--- src/hw/rtl/rgbdith_pkg.sv ---
// Package for the RGB565 to 2bpp gray dither packer.
// Holds beat types, lane count and quantizer thresholds; no dependencies.
`timescale 1ns / 1ps

package rgbdith_pkg;

    localparam int NUM_LANES = 8;
    localparam int LVL_W     = 2;
    localparam int GRAY_W    = 8;

    localparam logic [GRAY_W-1:0] TH_0 = 8'd21;
    localparam logic [GRAY_W-1:0] TH_1 = 8'd42;
    localparam logic [GRAY_W-1:0] TH_2 = 8'd63;
    localparam logic [GRAY_W-1:0] TH_3 = 8'd84;
    localparam logic [GRAY_W-1:0] TH_4 = 8'd105;
    localparam logic [GRAY_W-1:0] TH_5 = 8'd126;

    typedef struct packed {
        logic [15:0] pixel_0;
        logic [15:0] pixel_1;
        logic [15:0] pixel_2;
        logic [15:0] pixel_3;
        logic [15:0] pixel_4;
        logic [15:0] pixel_5;
        logic [15:0] pixel_6;
        logic [15:0] pixel_7;
        logic        row_odd;
    } t_pix_in;

    typedef struct packed {
        logic [7:0] byte_sent_first;
        logic [7:0] byte_sent_second;
    } t_pix_out;

    typedef logic [NUM_LANES-1:0][LVL_W-1:0] t_levels;

endpackage

--- src/hw/rtl/rgbdith_lane.sv ---
// One pixel lane: RGB565 to gray, dithered 2-bit quantize, registered level.
// Depends on rgbdith_pkg.
`timescale 1ns / 1ps

module rgbdith_lane
    import rgbdith_pkg::*;
(
    input  logic             i_clk,
    input  logic [15:0]      i_pixel,
    input  logic             i_dither,
    output logic [LVL_W-1:0] o_level
);

    logic [LVL_W-1:0]  r_level;
    logic [LVL_W-1:0]  n_level;
    logic [4:0]        red;
    logic [5:0]        grn;
    logic [4:0]        blu;
    logic [8:0]        sum_rg;
    logic [8:0]        sum_b;
    logic [GRAY_W-1:0] gray;
    logic [LVL_W-1:0]  dbit;

    assign red    = i_pixel[15:11];
    assign grn    = i_pixel[10:5];
    assign blu    = i_pixel[4:0];
    assign sum_rg = {1'b0, red, 3'b000} + {1'b0, grn, 2'b00};
    assign sum_b  = {1'b0, sum_rg[8:1]} + {1'b0, blu, 3'b000};
    assign gray   = sum_b[8:1];
    assign dbit   = {1'b0, i_dither};

    always_comb begin
        if (gray < TH_0) begin
            n_level = 2'd3;
        end else if (gray < TH_1) begin
            n_level = 2'd3 - dbit;
        end else if (gray < TH_2) begin
            n_level = 2'd2;
        end else if (gray < TH_3) begin
            n_level = 2'd2 - dbit;
        end else if (gray < TH_4) begin
            n_level = 2'd1;
        end else if (gray < TH_5) begin
            n_level = 2'd1 - dbit;
        end else begin
            n_level = 2'd0;
        end
    end

    always_ff @(posedge i_clk) begin
        r_level <= n_level;
    end

    assign o_level = r_level;

endmodule

--- src/hw/rtl/rgbdith_merge.sv ---
// Merge stage: packs the eight lane levels into two bytes in send order.
// Depends on rgbdith_pkg.
`timescale 1ns / 1ps

module rgbdith_merge
    import rgbdith_pkg::*;
(
    input  logic     i_clk,
    input  logic     i_rst_n,
    input  logic     i_valid,
    input  t_levels  i_levels,
    output logic     o_valid,
    output t_pix_out o_out
);

    logic            r_valid;
    t_pix_out        r_out;
    t_pix_out        n_out;
    logic [15:0]     flat;

    assign flat = i_levels;

    always_comb begin
        n_out.byte_sent_first  = flat[15:8];
        n_out.byte_sent_second = flat[7:0];
    end

    always_ff @(posedge i_clk) begin
        if (!i_rst_n) begin
            r_valid <= 1'b0;
        end else begin
            r_valid <= i_valid;
        end
    end

    always_ff @(posedge i_clk) begin
        r_out <= n_out;
    end

    assign o_valid = r_valid;
    assign o_out   = r_out;

endmodule

--- src/hw/rtl/rgb565_to_2bpp_dither_packer.sv ---
// Top level of the RGB565 to 2bpp gray dither packer.
// Depends on rgbdith_pkg, rgbdith_lane and rgbdith_merge.
//
// Takes one beat of eight RGB565 pixels per clock when start is high; busy
// is always low. Eight lanes quantize the pixels in parallel and a merge
// stage packs them. The two-byte result shows on o_out with o_valid high for
// one cycle, after the lane level registers and the merge output register.
// The receiver cannot stall: each result must be taken in the cycle it is
// shown.
`timescale 1ns / 1ps

module rgb565_to_2bpp_dither_packer
    import rgbdith_pkg::*;
(
    input  logic     i_clk,
    input  logic     i_rst_n,
    input  logic     start,
    output logic     busy,
    input  t_pix_in  i_pix,
    output logic     o_valid,
    output t_pix_out o_out
);

    logic [NUM_LANES-1:0][15:0] lane_px;
    t_levels                    levels;
    logic                       r_s1_valid;

    assign busy = 1'b0;

    assign lane_px[0] = i_pix.pixel_0;
    assign lane_px[1] = i_pix.pixel_1;
    assign lane_px[2] = i_pix.pixel_2;
    assign lane_px[3] = i_pix.pixel_3;
    assign lane_px[4] = i_pix.pixel_4;
    assign lane_px[5] = i_pix.pixel_5;
    assign lane_px[6] = i_pix.pixel_6;
    assign lane_px[7] = i_pix.pixel_7;

    for (genvar g = 0; g < NUM_LANES; g++) begin : g_lane
        // odd pixels dither on the inverted row parity
        rgbdith_lane u_lane (
            .i_clk    (i_clk),
            .i_pixel  (lane_px[g]),
            .i_dither (i_pix.row_odd ^ ((g % 2) == 1)),
            .o_level  (levels[g])
        );
    end

    always_ff @(posedge i_clk) begin
        if (!i_rst_n) begin
            r_s1_valid <= 1'b0;
        end else begin
            r_s1_valid <= start & ~busy;
        end
    end

    rgbdith_merge u_merge (
        .i_clk    (i_clk),
        .i_rst_n  (i_rst_n),
        .i_valid  (r_s1_valid),
        .i_levels (levels),
        .o_valid  (o_valid),
        .o_out    (o_out)
    );

endmodule

--- config.mk ---
export PLATFORM = sky130hd
export DESIGN_NAME = rgb565_to_2bpp_dither_packer
export DESIGN_NICKNAME = d
export VERILOG_FILES = /design/src/hw/rtl/rgbdith_pkg.sv /design/src/hw/rtl/rgbdith_lane.sv /design/src/hw/rtl/rgbdith_merge.sv /design/src/hw/rtl/rgb565_to_2bpp_dither_packer.sv
export SDC_FILE = /design/constraint.sdc
export NUM_CORES = 1
export LEC_CHECK = 0
export BUFFER_PORTS_ARGS = -buffer_cell sky130_fd_sc_hd__buf_2
export CAP_MARGIN = 40
export CORE_MARGIN = 4
export CORE_UTILIZATION = 40
export CTS_CLUSTER_SIZE = 20
export DETAILED_ROUTE_END_ITERATION = 10
export PLACE_DENSITY = 0.66
export SYNTH_ARGS = -nofsm -noshare
export SYNTH_HDL_FRONTEND = slang
export SYNTH_HIERARCHICAL = 1
export SYNTH_SLANG_ARGS = --single-unit
--- constraint.sdc ---
create_clock -name i_clk -period 2.76 [get_ports i_clk]
set_input_delay 0.138 -clock i_clk [delete_from_list [all_inputs] [get_ports i_clk]]
set_output_delay 0.138 -clock i_clk [all_outputs]
set_load 0.01 [all_outputs]
Word level (Yosys, flattened, before mapping)
Cells that the tools add are included.

Word-level logic and storage cells: 123. Input port bits: 132. Output and inout port bits: 18. Bits in registers: 34.

Add/subtract/negate cells: 22. Magnitude comparators: 48. Multiplexer cells: 40. Bitwise gates (word level): 1.

Operator list (number): $lt 8x7->1 const B (24); $add 8x8->9 (16); $lt 8x6->1 const B (16); $mux 2 (40); $lt 8x5->1 const B (8); $sub 2x1->2 const A (4); $sub 1x1->2 const A (2); $not 1->1 (1).

Logic depth before layout (Yosys ltp)
Depth in word-level cells: 8. Gate-level depth with buffers: 11. Mapped depth without buffers: 11.

By module
The synthesis kept the hierarchy.

Modules (own cells, without submodules): rgbdith_lane (g_lane[0].u_lane ...) (sequential area each 40.0 sq um, times used 4, cells each 56, area an instance 499.2 sq um); rgbdith_lane (g_lane[5].u_lane ...) (sequential area each 40.0 sq um, times used 3, cells each 58, area an instance 513.0 sq um); rgbdith_lane (g_lane[4].u_lane) (sequential area each 40.0 sq um, times used 1, cells each 58, area an instance 508.0 sq um); rgbdith_merge (sequential area each 340.3 sq um, times used 1, cells each 18, area an instance 346.6 sq um); rgb565_to_2bpp_dither_packer (sequential area each 20.0 sq um, times used 1, cells each 5, area an instance 41.3 sq um).

Least setup slack after synthesis
OpenSTA, ideal clock, no wires.

Kind: input port to flip-flop. Start: input port i_pix[55] (netlist name). End: register g_lane[4].u_lane.r_level[0]. Buffers on the path: 0. Data required time: 2.638 ns. Stages on the path: 11. Path slack: 0.279 ns. Setup time: 0.122 ns. Data arrival time: 2.359 ns. Cells stage by stage: ha_1 fa_1 a21o_1 a21oi_1 xnor2_1 ha_1 inv_1 and3_2 nor2_2 mux2_4 o311a_1.

Longest elaborated chain between the ends: 8. Elaborated cells between the ends (all ways): 13. Those cells by class: 2 x add/sub; 6 x order compare; 5 x mux.

Ends and longest elaborated chain: start, declared (RTL line rgb565_to_2bpp_dither_packer.sv:19) `input t_pix_in i_pix,`; $add 8x8->9 * (RTL line rgbdith_lane.sv:27) `assign sum_rg = {1'b0, red, 3'b000} + {1'b0, grn, 2'b00};`; $add 8x8->9 * (RTL line rgbdith_lane.sv:28) `assign sum_b = {1'b0, sum_rg[8:1]} + {1'b0, blu, 3'b000};`; $lt 8x7->1 (RTL line rgbdith_lane.sv:43) `end else if (gray < TH_5) begin`; $mux 2 (RTL line rgbdith_lane.sv:43); $mux 2 (RTL line rgbdith_lane.sv:41) `end else if (gray < TH_4) begin`; $mux 2 (RTL line rgbdith_lane.sv:39) `end else if (gray < TH_3) begin`; $mux 2 (RTL line rgbdith_lane.sv:37) `end else if (gray < TH_2) begin`; $mux 2 (RTL line rgbdith_lane.sv:35) `end else if (gray < TH_1) begin`; end signal, assigned (RTL line rgbdith_lane.sv:51) `r_level <= n_level;`; end, declared (RTL line rgbdith_lane.sv:14) `logic [LVL_W-1:0] r_level;`.

Every way passes the cells marked *; elsewhere a longest branch is shown, timed or not. A chain may end at the register's enable or synchronous reset.

Final worst setup path
Start: input port i_pix[23] (netlist name). End: register g_lane[6].u_lane.r_level[0].

Longest elaborated chain between the ends: 8. Elaborated cells between the ends (all ways): 13. Those cells by class: 2 x add/sub; 6 x order compare; 5 x mux.

Ends and longest elaborated chain (RTL line): $add 8x8->9 * (rgbdith_lane.sv:27); $add 8x8->9 * (rgbdith_lane.sv:28); $lt 8x7->1 (rgbdith_lane.sv:43); $mux 2 (rgbdith_lane.sv:43); $mux 2 (rgbdith_lane.sv:41); $mux 2 (rgbdith_lane.sv:39); $mux 2 (rgbdith_lane.sv:37); $mux 2 (rgbdith_lane.sv:35); end signal, assigned (rgbdith_lane.sv:51); end, declared (rgbdith_lane.sv:14).

Marked as above.

==> metrics.cfg <==
[setup_path]
cp-startpoint = i_pix[23]
rr_worst_depth = 1
cp_data_required_time_ns = 2.95
slowest_delay_ns = 0.45
cp-start-kind = input pin
crit_family = adder cells
r2r_start = r_s1_valid$_SDFF_PN0_
endpoint_kind = flop
worst-path-stages = 10
slowest_stage = fa_1
path_buf_inv = 1
crit_fanout = 3
r2r_slack_ns = 2.25
cp.arrival_ns = 2.64
critPathKind = in -> reg
r2r-end = u_merge/o_valid$_SDFF_PN0_
worstPathCellList = buf_2 > ha_1 > fa_1 > ha_1 > fa_1 > xor2_1 > nand4_1 > nor4_2 > nor4bb_1 > a211oi_1
worstSetupEndpoint = g_lane[6].u_lane/o_level[0]$_SDFF_PN1_

[clock_network]
cts_sinks = 34
cts.path.max_buffers = 2
clk_latency_ns = 0.27
cts_setup_buffers = 0
cts_tree = yes
tritoncts.num_buffers = 5
post_cts_resized = 0
cts_max_level = 2
cts.clk_slew.worst_paths_ns = 0.06
root_buffer = clkbuf_8
hold_buffers = 0

[detailed_routing]
ant_nets = 0
drc = 0
drtPass1Iterations = 4
highest_layer = met4
drt_iter0_markers = 105
wire_per_inst_um = 12.41
dr_wl_met3_um = 544
wl_mm = 9.631
met2_length_mm = 5.015
vias = 4082
vias_per_cell = 5.260
wl_met1_mm = 4.050

[synth]
syn-num-nets = 715
ys_seq_elements = 34
post_synth_main_area_contributors = ha_1 25%, dfxtp_1 15%, fa_1 7.2%, xnor2_1 5.3%, o21a_1 4.9%
synth_area_per_cell_um2 = 9.252
synthFlopType = dfxtp_1
synth_largest_area_cell = ha_1
yosysSeqAreaShare = 0.1536
synth_edf_count = 0
synth.most_common_cell = ha_1
yosysUniqueCellTypes = 41
synth_top_area_share = 0.2484
synth_warnings = 6
synthCells = 479
syn_area_um2 = 4432
async_flop_share = 0
synth_common_cells = 88 x ha_1, 38 x a21oi_1, 34 x dfxtp_1

[sta]
max_slew.worst_pin.slew_ns = 0.7980
max_freq_ghz = 0.4089
fin_crit_ns = 2.446
setup_viol = 0
relSlewSlack = 0.4674
slew_violations = 0
min_period_over_period = 0.8861
hold_viol = 0
fin_skew_ns = 0.001239
fin_setup_tns_ns = 0
fin_ws_ns = 0.3143
rsz0062_at_grt = no

[floorplan]
dieArea_um2 = 12830
die_w_um = 113.3
core_um2 = 10840
initial_core_util = 0.4088
row_count = 38
pin_count = 150
die_y_um = 113.3

[layout]
antenna_cells = 0
final_nets = 871
layout-drive-gt1-share = 0.3050
final_core_util = 0.5038
syn2layout_area_growth_pct = 23.24
stdcell_area_um2 = 5461

[placement]
gp_congestion = 0.8253
place_area_um2 = 5355
place_ws_ns = 0.004454
hpwl_mm = 8.680
portBuffers = 148

[pwr]
p_per_area_nw_per_um2 = 587.3
p_comb_frac = 0.621
leakage_nw = 2.686
p_int_mw = 1.954
seqPwrFrac = 0.245
power.total_mw = 3.207
peakVddDrop_uv = 278.0
p_clk_frac = 0.134
p_sw_mw = 1.254
switching_share = 0.3909

[run_status]
status = completed

[grt]
grt_antenna_before_repair = 0
grt_pass1_vias = 4066
grt_start_max_net_pins = 26
grt-ovfl-total = 0
grt_usage = 0.1453
grt_pass1_wl_mm = 16.19

[job]
maxCapViolCount = 0

[min_path]
hold_class = in -> reg

[per-stage QoR]
stage | cells | hold WS, ns
after floorplan | 479 | 0.2278
after global placement | 768 | 0.3107
after detailed placement | 768 | 0.3121
after CTS | 776 | 0.06287
after global routing | 776 | 0.09003
final | 776 | 0.08540
[worst min-delay path by stage]
stage / endpoint / slack [ns] / start / cells past startpoint
6_report: r_s1_valid$_SDFF_PN0_ / 0.09 / start / 2
5_1_grt: r_s1_valid$_SDFF_PN0_ / 0.09 / start / 2
4_1_cts: r_s1_valid$_SDFF_PN0_ / 0.06 / start / 2
3_5_place_dp: u_merge/o_out[3]$_DFF_P_ / 0.31 / g_lane[1].u_lane/o_level[1]$_SDFF_PN1_ / 0
3_3_place_gp: u_merge/o_out[10]$_DFF_P_ / 0.31 / g_lane[5].u_lane/o_level[0]$_SDFF_PN1_ / 0
2_1_floorplan: g_lane[6].u_lane/o_level[1]$_SDFF_PN1_ / 0.23 / i_pix[0] / 1
[metal layers]
metal	global-route usage	up-vias
met1	0.1660	1881
met4	0.01603	0
met3	0.02620	4
met5	0	-
li1	-	2110
met2	0.2867	87
[state kept, by name (all words and copies together) (netlist names)]
register	count
g_lane.u_lane/o_level	16
u_merge/o_out	16
u_merge/o_valid	1
r_s1_valid	1
[layout by cell type (no fill, tap or decap), types with 11 or more instances in the layout]
cell,count
o21a_1,29
nand2_1,12
nor2_1,30
xnor2_1,27
a21o_1,21
inv_1,12
dfxtp_1,34
nand3_1,11
o21ai_0,26
ha_1,88
xor2_1,12
a21oi_1,38
buf_2,148
fa_1,16
nand2b_1,16
[area by class of cell]
class,count,area (µm²)
fillers,1077,5379
multi-input cells,432,3699
repair buffers,150,755.7
flip-flops and latches,34,680.7
well taps,140,175.2
clock buffers,7,76.32
inverters,12,45.04
clock inverters,1,30.03
[power by group through the flow]
stage	logic, mW	clock network, mW	registers, mW
finish	1.99	0.431	0.784
global route	2.23	0.470	0.806
CTS	2.00	0.451	0.790
detailed placement	2.00	0	0.801
global placement	1.93	0	0.794
floorplan	1.44	0	0.840
[kinds of logic (layout without fill, tap and decap cells)]
family	after synthesis	in the layout	share of synthesized area
fa+ha+maj	104	104	0.3207
buf+inv	13	170	0.01186
flops	34	34	0.1536
other cells	1	1	0.0008462
mux	8	8	0.02456
compound gates	164	164	0.2589
xor+xnor	43	43	0.09176
simple gates	112	112	0.1378
(Power assumes the default switching activity.)
